File: src/design/bols_pkg.sv
// ----------------------------------------------------------------------------
// bols_pkg
// Shared types and codes for the bounded ordered list store.
// ----------------------------------------------------------------------------
package bols_pkg;

  localparam int DEPTH_DEFAULT = 32;
  localparam int VALUE_W       = 32;
  localparam int POS_W         = 7;
  localparam int REQ_W         = 3;
  localparam int STATUS_W      = 2;

  // request codes
  localparam logic [REQ_W-1:0] REQ_INS_HEAD = 3'd0;
  localparam logic [REQ_W-1:0] REQ_INS_TAIL = 3'd1;
  localparam logic [REQ_W-1:0] REQ_DEL_HEAD = 3'd2;
  localparam logic [REQ_W-1:0] REQ_DEL_TAIL = 3'd3;
  localparam logic [REQ_W-1:0] REQ_INS_POS  = 3'd4;
  localparam logic [REQ_W-1:0] REQ_READ_ALL = 3'd5;

  // status codes
  localparam logic [STATUS_W-1:0] ST_OK    = 2'd0;
  localparam logic [STATUS_W-1:0] ST_EMPTY = 2'd1;
  localparam logic [STATUS_W-1:0] ST_FULL  = 2'd2;
  localparam logic [STATUS_W-1:0] ST_RANGE = 2'd3;

  typedef struct packed {
    logic [REQ_W-1:0]          req_type;
    logic signed [VALUE_W-1:0] item_value;
    logic [POS_W-1:0]          insert_position;
  } req_item_t;

  typedef struct packed {
    logic signed [VALUE_W-1:0] result_value;
    logic [STATUS_W-1:0]       status;
    logic                      last_of_run;
  } rsp_item_t;

endpackage

File: src/design/bols_ram.sv
// ----------------------------------------------------------------------------
// bols_ram
// Generic single-write, single-read RAM with registered read data.
// ----------------------------------------------------------------------------
module bols_ram #(
  parameter int WIDTH = 32,
  parameter int DEPTH = 32
) (
  input  logic                     clk,
  input  logic                     we,
  input  logic [$clog2(DEPTH)-1:0] waddr,
  input  logic [WIDTH-1:0]         wdata,
  input  logic                     re,
  input  logic [$clog2(DEPTH)-1:0] raddr,
  output logic [WIDTH-1:0]         rdata
);

  logic [WIDTH-1:0] mem [DEPTH];

  always_ff @(posedge clk) begin
    if (we) begin
      mem[waddr] <= wdata;
    end
    if (re) begin
      rdata <= mem[raddr];
    end
  end

endmodule

File: src/design/bols_out.sv
// ----------------------------------------------------------------------------
// bols_out
// Output register stage between the sequencer and the response channel.
// ----------------------------------------------------------------------------
module bols_out
  import bols_pkg::*;
(
  input  logic      clk,
  input  logic      rst,
  input  logic      push_valid,
  output logic      push_ready,
  input  rsp_item_t push,
  output logic      rsp_valid,
  input  logic      rsp_ready,
  output rsp_item_t rsp
);

  assign push_ready = !rsp_valid || rsp_ready;

  always_ff @(posedge clk) begin
    if (rst) begin
      rsp_valid <= 1'b0;
    end else if (push_ready) begin
      rsp_valid <= push_valid;
    end
    if (push_valid && push_ready) begin
      rsp <= push;
    end
  end

endmodule

File: src/design/bols_seq.sv
// ----------------------------------------------------------------------------
// bols_seq
// Request sequencer: walks the element RAM entry by entry to shift,
// fetch and list elements, and hands results to the output stage.
// ----------------------------------------------------------------------------
module bols_seq
  import bols_pkg::*;
#(
  parameter int DEPTH = DEPTH_DEFAULT
) (
  input  logic      clk,
  input  logic      rst,
  input  logic      req_valid,
  output logic      req_ready,
  input  req_item_t req,
  output logic      push_valid,
  input  logic      push_ready,
  output rsp_item_t push
);

  localparam int AW = $clog2(DEPTH);
  localparam int CW = $clog2(DEPTH + 1);

  typedef enum logic [3:0] {
    S_IDLE,
    S_DISPATCH,
    S_SH_RD,
    S_SH_WR,
    S_PLACE,
    S_DH_CAP,
    S_SD_WR,
    S_DT_CAP,
    S_RO_RD,
    S_RO_DATA,
    S_DONE
  } state_t;

  state_t    state;
  logic [CW-1:0] count;
  logic [CW-1:0] idx;
  logic [CW-1:0] slot;
  req_item_t cur;
  rsp_item_t res;

  logic [CW-1:0] idx_m1;
  logic [CW-1:0] idx_m2;
  logic [CW-1:0] idx_p1;
  logic [CW-1:0] count_m1;
  logic [CW-1:0] ins_slot;
  logic [POS_W:0] count_p1_ext;
  logic          is_full;
  logic          is_empty;
  logic          pos_bad;
  logic          ro_last;

  logic               ram_we;
  logic [AW-1:0]      ram_waddr;
  logic [VALUE_W-1:0] ram_wdata;
  logic               ram_re;
  logic [AW-1:0]      ram_raddr;
  logic [VALUE_W-1:0] ram_rdata;

  assign idx_m1       = idx - CW'(1);
  assign idx_m2       = idx - CW'(2);
  assign idx_p1       = idx + CW'(1);
  assign count_m1     = count - CW'(1);
  assign count_p1_ext = (POS_W + 1)'(count) + (POS_W + 1)'(1);
  assign is_full      = (count == CW'(DEPTH));
  assign is_empty     = (count == '0);
  assign pos_bad      = (cur.insert_position == '0) ||
                        ((POS_W + 1)'(cur.insert_position) > count_p1_ext);
  assign ro_last      = (idx_p1 == count);

  always_comb begin
    case (cur.req_type)
      REQ_INS_HEAD: ins_slot = '0;
      REQ_INS_TAIL: ins_slot = count;
      default:      ins_slot = CW'(cur.insert_position - POS_W'(1));
    endcase
  end

  assign req_ready = (state == S_IDLE) && !rst;

  assign push_valid = (state == S_RO_DATA) || (state == S_DONE);
  always_comb begin
    if (state == S_RO_DATA) begin
      push.result_value = ram_rdata;
      push.status       = ST_OK;
      push.last_of_run  = ro_last;
    end else begin
      push = res;
    end
  end

  // RAM port control
  always_comb begin
    ram_we    = 1'b0;
    ram_waddr = idx[AW-1:0];
    ram_wdata = ram_rdata;
    ram_re    = 1'b0;
    ram_raddr = idx[AW-1:0];
    case (state)
      S_DISPATCH: begin
        if (!is_empty) begin
          if (cur.req_type == REQ_DEL_HEAD || cur.req_type == REQ_READ_ALL) begin
            ram_re    = 1'b1;
            ram_raddr = '0;
          end else if (cur.req_type == REQ_DEL_TAIL) begin
            ram_re    = 1'b1;
            ram_raddr = count_m1[AW-1:0];
          end
        end
      end
      S_SH_RD: begin
        ram_re    = 1'b1;
        ram_raddr = idx_m1[AW-1:0];
      end
      S_SH_WR: begin
        ram_we = 1'b1;
        if (idx_m1 != slot) begin
          ram_re    = 1'b1;
          ram_raddr = idx_m2[AW-1:0];
        end
      end
      S_PLACE: begin
        ram_we    = 1'b1;
        ram_waddr = slot[AW-1:0];
        ram_wdata = cur.item_value;
      end
      S_DH_CAP: begin
        ram_re = (idx != count);
      end
      S_SD_WR: begin
        ram_we    = 1'b1;
        ram_waddr = idx_m1[AW-1:0];
        if (idx_p1 != count) begin
          ram_re    = 1'b1;
          ram_raddr = idx_p1[AW-1:0];
        end
      end
      S_RO_RD: begin
        ram_re = 1'b1;
      end
      default: begin
      end
    endcase
  end

  always_ff @(posedge clk) begin
    if (rst) begin
      state <= S_IDLE;
      count <= '0;
    end else begin
      case (state)
        S_IDLE: begin
          if (req_valid) begin
            cur   <= req;
            state <= S_DISPATCH;
          end
        end
        S_DISPATCH: begin
          case (cur.req_type)
            REQ_INS_HEAD, REQ_INS_TAIL, REQ_INS_POS: begin
              if (is_full) begin
                res   <= '{result_value: '0, status: ST_FULL, last_of_run: 1'b1};
                state <= S_DONE;
              end else if (cur.req_type == REQ_INS_POS && pos_bad) begin
                res   <= '{result_value: '0, status: ST_RANGE, last_of_run: 1'b1};
                state <= S_DONE;
              end else begin
                slot  <= ins_slot;
                idx   <= count;
                state <= (ins_slot == count) ? S_PLACE : S_SH_RD;
              end
            end
            REQ_DEL_HEAD, REQ_DEL_TAIL, REQ_READ_ALL: begin
              if (is_empty) begin
                res   <= '{result_value: '0, status: ST_EMPTY, last_of_run: 1'b1};
                state <= S_DONE;
              end else if (cur.req_type == REQ_DEL_HEAD) begin
                idx   <= CW'(1);
                state <= S_DH_CAP;
              end else if (cur.req_type == REQ_DEL_TAIL) begin
                state <= S_DT_CAP;
              end else begin
                idx   <= '0;
                state <= S_RO_DATA;
              end
            end
            default: begin
              state <= S_IDLE;
            end
          endcase
        end
        S_SH_RD: begin
          state <= S_SH_WR;
        end
        S_SH_WR: begin
          idx <= idx_m1;
          if (idx_m1 == slot) begin
            state <= S_PLACE;
          end
        end
        S_PLACE: begin
          count <= count + CW'(1);
          res   <= '{result_value: '0, status: ST_OK, last_of_run: 1'b1};
          state <= S_DONE;
        end
        S_DH_CAP: begin
          res <= '{result_value: ram_rdata, status: ST_OK, last_of_run: 1'b1};
          if (idx == count) begin
            count <= count_m1;
            state <= S_DONE;
          end else begin
            state <= S_SD_WR;
          end
        end
        S_SD_WR: begin
          idx <= idx_p1;
          if (idx_p1 == count) begin
            count <= count_m1;
            state <= S_DONE;
          end
        end
        S_DT_CAP: begin
          res   <= '{result_value: ram_rdata, status: ST_OK, last_of_run: 1'b1};
          count <= count_m1;
          state <= S_DONE;
        end
        S_RO_RD: begin
          state <= S_RO_DATA;
        end
        S_RO_DATA: begin
          if (push_ready) begin
            if (ro_last) begin
              state <= S_IDLE;
            end else begin
              idx   <= idx_p1;
              state <= S_RO_RD;
            end
          end
        end
        S_DONE: begin
          if (push_ready) begin
            state <= S_IDLE;
          end
        end
        default: begin
          state <= S_IDLE;
        end
      endcase
    end
  end

  bols_ram #(
    .WIDTH(VALUE_W),
    .DEPTH(DEPTH)
  ) u_ram (
    .clk  (clk),
    .we   (ram_we),
    .waddr(ram_waddr),
    .wdata(ram_wdata),
    .re   (ram_re),
    .raddr(ram_raddr),
    .rdata(ram_rdata)
  );

  a_count_bound: assert property (@(posedge clk) disable iff (rst)
    count <= CW'(DEPTH))
    else $error("element count above depth");

  a_count_step: assert property (@(posedge clk) disable iff (rst)
    (!$past(rst) && count != $past(count)) |->
      (count == $past(count) + CW'(1) || count + CW'(1) == $past(count)))
    else $error("element count moved by more than one");

  a_write_in_list: assert property (@(posedge clk) disable iff (rst)
    ram_we |-> (CW'(ram_waddr) <= count))
    else $error("write beyond end of list");

  a_last_to_idle: assert property (@(posedge clk) disable iff (rst)
    (push_valid && push_ready && push.last_of_run) |=> (state == S_IDLE))
    else $error("sequencer busy after final result");

endmodule

File: src/design/bounded_ordered_list_store.sv
// ----------------------------------------------------------------------------
// bounded_ordered_list_store
// Ordered list of up to DEPTH signed 32-bit values held in one RAM.
// ----------------------------------------------------------------------------
// Requests enter on req_valid/req_ready with a req_item_t payload; results
// leave on rsp_valid/rsp_ready as rsp_item_t. One request is in work at a
// time; req_ready is high only while the sequencer is idle.
// Inserts and deletes give one result, a read-all gives one result per
// element with last_of_run on the final one (one result, status empty, if
// the list is empty). Request codes 6 and 7 give nothing.
// An insert shifts the elements from the tail down to its slot one place
// back, then writes the value; an append writes at once. A delete head
// moves every later element one place forward. Each request walks the
// single RAM port pair entry by entry.
// A result waits in the output register while the next request is taken.
// If rsp_ready stays low the sequencer holds its next result and stops.
// Reset empties the list at once; stored words are not cleared.
// ----------------------------------------------------------------------------
module bounded_ordered_list_store
  import bols_pkg::*;
#(
  parameter int DEPTH = DEPTH_DEFAULT
) (
  input  logic      clk,
  input  logic      rst,
  input  logic      req_valid,
  output logic      req_ready,
  input  req_item_t req,
  output logic      rsp_valid,
  input  logic      rsp_ready,
  output rsp_item_t rsp
);

  logic      push_valid;
  logic      push_ready;
  rsp_item_t push;

  bols_seq #(
    .DEPTH(DEPTH)
  ) u_seq (
    .clk       (clk),
    .rst       (rst),
    .req_valid (req_valid),
    .req_ready (req_ready),
    .req       (req),
    .push_valid(push_valid),
    .push_ready(push_ready),
    .push      (push)
  );

  bols_out u_out (
    .clk       (clk),
    .rst       (rst),
    .push_valid(push_valid),
    .push_ready(push_ready),
    .push      (push),
    .rsp_valid (rsp_valid),
    .rsp_ready (rsp_ready),
    .rsp       (rsp)
  );

endmodule

File: config.mk
export PLATFORM = sky130hd
export DESIGN_NAME = bounded_ordered_list_store
export DESIGN_NICKNAME = d
export VERILOG_FILES = /design/src/design/bols_pkg.sv /design/src/design/bols_ram.sv /design/src/design/bols_out.sv /design/src/design/bols_seq.sv /design/src/design/bounded_ordered_list_store.sv
export SDC_FILE = /design/constraint.sdc
export NUM_CORES = 2
export LEC_CHECK = 0
export BUFFER_PORTS_ARGS = -buffer_cell sky130_fd_sc_hd__buf_4
export CORE_ASPECT_RATIO = 1.5
export CORE_MARGIN = 4
export CORE_UTILIZATION = 30
export DETAILED_ROUTE_END_ITERATION = 10
export GPL_TIMING_DRIVEN = 0
export PLACE_DENSITY = 0.44
export SKIP_LAST_GASP = 1
export SLEW_MARGIN = 20
export SYNTH_ARGS = -nofsm -noshare
export SYNTH_HDL_FRONTEND = slang
export SYNTH_SLANG_ARGS = --single-unit
File: constraint.sdc
create_clock -name clk -period 6 [get_ports clk]
set_input_delay 0.6 -clock clk [delete_from_list [all_inputs] [get_ports clk]]
set_output_delay 0.6 -clock clk [all_outputs]
set_load 0.01 [all_outputs]
==> summary.txt <==
Status
  • Status: completed

Timing
  • Clk_skew: around 38 ps
  • Max Clk Rate: ~170 MHz
  • Final Hold Vio Count: 0
  • Actual slew at the worst max-slew pin: 1040 ps
  • Max_slew headroom: 29.5%
  • RSZ-0062 raised after global routing: false
  • Period utilisation layout: between 90 and 100%
  • Period minus WS final: slightly below 6000 ps
  • Count of final setup violators: 0
  • Fin. max-slew vios: 0

Placement
  • Routability cong.: between 0.8 and 0.9
  • Number of port buffers: 82
  • Area after DPL: roughly 0.053 mm^2
  • Dpl hpwl: about 120000 um

Detailed routing
  • Iteration-0 DRC Markers: about 2.4k
  • DRT Pass-1 Iters: 5
  • Routed wire length: approximately 170000 um
  • Routed length per instance: approximately 28 um
  • Remaining DRCs: 0
  • Post-route ant nets: 0
  • Via/cell ratio: ~5.1
  • Routed via count: 30.4k

Min path
  • Worst hold path type: in -> reg
  • HP Start: req[16]
  • WHS Path Cells: 1
  • Worst Hold Path EP: u_seq.cur[16]

Logic synthesis
  • Mapped Area: approximately 0.05 mm^2
  • Synthesis-stage register bit count: ~1.2k
  • Most used DFF post-synth: edfxtp_1
  • Distinct cells, synth: 80
  • FFs w/ async S/R, synth: 0%
  • Post-synth EDFFs: 1179
  • Seq/Total Area, Yosys: 73.0%
  • Syn nets: approximately 3.6k
  • Yosys warnings: 0
  • Mapped Cells: 3494
  • Synth Area per Inst: ~14 um^2

Cells and area
  • Post-layout util: a little over a third
  • Final nets: 3851
  • Final instance area: 0.0581 mm^2
  • Share of layout cells above drive strength 1: 15.0%
  • P&R area growth vs syn: 19.0%

Clocking
  • CTS sink count: roughly 1.2k
  • Skew-Pair Late Insertion Delay: a little under 800 ps
  • Maximum buffer depth of the clock tree: 3
  • Root Buffer: clkbuf_16
  • CTS Buf Count: between 100 and 150
  • CTS tree: done
  • CTS H-tree lvls: 3
  • Register clock-pin slew on the reported worst setup and hold paths: roughly 70 ps

Floorplan
  • Total die area: 0.169 mm^2
  • Area of the core: between 0.15 and 0.2 mm^2
  • Initial Util: a little under a third
  • Die Ht: between 500 and 600 um
  • Cell Rows: approximately 180
  • Die Wd: roughly 340 um
  • I/O pins: 83

Worst setup path
  • R2r endpoint: u_seq.u_ram.rdata[11]
  • WP buf/inv: 7
  • Most frequent CP cell: buf_2
  • Arr. time, crit path: roughly 6500 ps
  • Kind of cell adding the most delay to the critical path: buffers and inverters
  • CP max stage delay: about 810 ps
  • CP Launch Type: register
  • FF-to-FF path depth: 18
  • Crit-path cells: buf_2 > inv_1 > ha_1 > or3b_1 > clkbuf_1 > o311ai_2 > nor2_1 > a211oi_2 > o31a_1 > buf_2 > buf_4 > buf_2 > buf_1 > nand2_1 > and3_1 > a311oi_1 > o21ai_1 > nand4_1
  • Worst Path Max Fanout: 10
  • Setup crit end kind: register
  • Crit-path slowest cell: buf_1
  • R2r setup slk: roughly 68 ps
  • Crit Reg-Reg Startpoint: u_seq.count[0]
  • Class of the most critical setup path: reg -> reg
  • Req. time, crit path: roughly 6500 ps

Power and ir drop
  • Worst vdd ir: roughly 0.00029 V
  • Leak pwr: 0.0197 uW
  • Power Density: approximately 520 mW/mm^2

Flow run
  • Max-cap violations: 0

Global routing
  • Gr ovfl total: 0
  • Vias in the first global route: 30.8k
  • GRT Total Usage: between 10% and 20%
  • Initial antenna violation count: 3
  • Largest net degree at the start of global routing: 33
  • First-pass GRT wire length: around 230000 um
==> state kept, by name (all words and copies together) (netlist names) <==
register / flops
u_seq.u_ram.mem: 1024
u_seq.cur: 42
u_out.rsp: 35
u_seq.res: 34
u_seq.u_ram.rdata: 32
u_seq.count: 6
u_seq.idx: 6
u_seq.slot: 6
u_seq.state: 4
u_out.rsp_valid: 1
==> routing by layer <==
metal	wire length [um]	part of all wire (%)	GRT usage (%)	up-vias
li1	-	-	-	13900
met1	63100	38	21.7	15500
met2	91000	54	37.2	725
met3	5340	3.2	1.98	253
met4	8360	5.0	8.98	0
met5	0	0	0	-
==> how the worst max path moves through the flow <==
stage / from / to / slack (ps) / depth (start not counted)
after floorplan: u_seq.count[2] / u_seq.res[10] / 980 / 13
after global placement: u_seq.idx[2] / u_seq.u_ram.rdata[18] / -1930 / 16
after detailed placement: u_seq.idx[2] / u_seq.u_ram.rdata[29] / -1730 / 16
after CTS: u_seq.idx[0] / u_seq.u_ram.rdata[14] / 30 / 16
after global routing: u_seq.idx[0] / u_seq.u_ram.rdata[14] / 20 / 16
final: u_seq.count[0] / u_seq.u_ram.rdata[11] / 70 / 18
==> what timing repair did <==
| item | CTS | global route |
|---|---|---|
| endpoints found under the setup margin | 32 | 11 |
| pin swaps | 16 | 2 |
| setup buffers | 9 | 0 |
| hold buffers | 41 | 0 |
| gates resized for setup | 77 | 11 |
| endpoints found under the hold margin | 41 | 0 |
| gates cloned | 0 | 0 |
==> Yosys cell counts, types with 4 or more instances <==
library cell	number	area [um^2]
ha_1	16	200
dfxtp_1	11	220
a21oi_1	58	290
a211oi_1	34	255
buf_2	70	350
nand2b_1	9	56.3
edfxtp_1	1179	35400
nor4_1	10	62.6
a311oi_1	125	1090
nor3_1	13	65.1
o221ai_1	12	105
a32oi_1	21	184
a31oi_1	13	81.3
and3_1	201	1260
xor2_1	15	131
a21o_1	6	45.0
nor2b_1	13	81.3
buf_4	12	90.1
clkbuf_1	137	514
o211ai_1	29	218
nand4_1	30	188
o21ai_1	14	70.1
and2_1	34	213
o22ai_1	7	43.8
a41oi_1	8	70.1
o21a_1	4	30.0
or2_2	5	31.3
a2111oi_0	29	254
a22oi_1	20	150
o21ai_0	81	405
inv_1	12	45.0
nand3_1	48	240
nand2_1	814	3060
mux2_2	66	743
o21bai_1	18	135
nor2_1	97	364
or4_1	7	52.6
mux2i_1	122	1220
xnor2_1	22	193
buf_1	14	52.6
==> logic make-up after synthesis <==
| logic type | after synthesis | synth area share, % |
|---|---|---|
| and+or+nand+nor | 1305 | 12.0 |
| DFF | 1190 | 73.0 |
| AOI/OAI and AO/OA | 511 | 7.72 |
| buffers and inverters | 246 | 2.18 |
| muxes | 188 | 4.02 |
| xor gates and xnor gates | 38 | 0.710 |
| adders and majority gates | 16 | 0.410 |
==> layout make-up <==
cell class / instances / area, um^2
Fill cell: 15500 / 104000
Timing Repair Buffer: 184 / 2190
Multi-Input combinational cell: 2058 / 12700
Clock inverter: 81 / 821
Antenna cell: 4 / 10.0
Inverter: 12 / 45.0
Clock buffer: 138 / 3070
Sequential cell: 1190 / 35600
Tap cell: 2104 / 2630
Buffer: 225 / 1040
==> per-stage QoR <==
stage	cells	hold WS, ps	total power (uW)	setup WS (ps)	setup TNS (ps)
6_report	5996	68.9	30300	68.2	0
5_1_grt	5994	49.6	31400	16.3	0
4_1_cts	5993	13.4	30700	25.6	0
3_5_place_dp	5732	527	22700	-1730	-29080
3_3_place_gp	5680	526	22500	-1930	-201720
2_1_floorplan	3494	509	16800	975	0
==> placed cells by master, fill, tap and decap left out, types with 29 or more instances in the layout <==
cell type,instances
buf_4,112
buf_2,67
o211ai_1,29
and3_1,201
a21oi_1,58
o21ai_0,75
nor2_1,62
mux2_2,66
and2_1,33
nand3_1,47
edfxtp_1,1179
nor2_4,35
mux2i_1,122
clkbuf_16,120
nand4_1,30
dlygate4sd3_1,41
clkbuf_1,130
a311oi_1,124
nand2_1,814
a211oi_1,31
==> report_power, final <==
part | leakage (uW) | switching, uW | internal (uW) | total [uW]
combinational | 0.00710 | 8650 | 2880 | 11500
clock | 0.00190 | 3360 | 4270 | 7630
sequential | 0.0107 | 274 | 10800 | 11100
total | 0.0197 | 12300 | 18000 | 30300
Note: power is estimated with default switching activity, not from simulation.
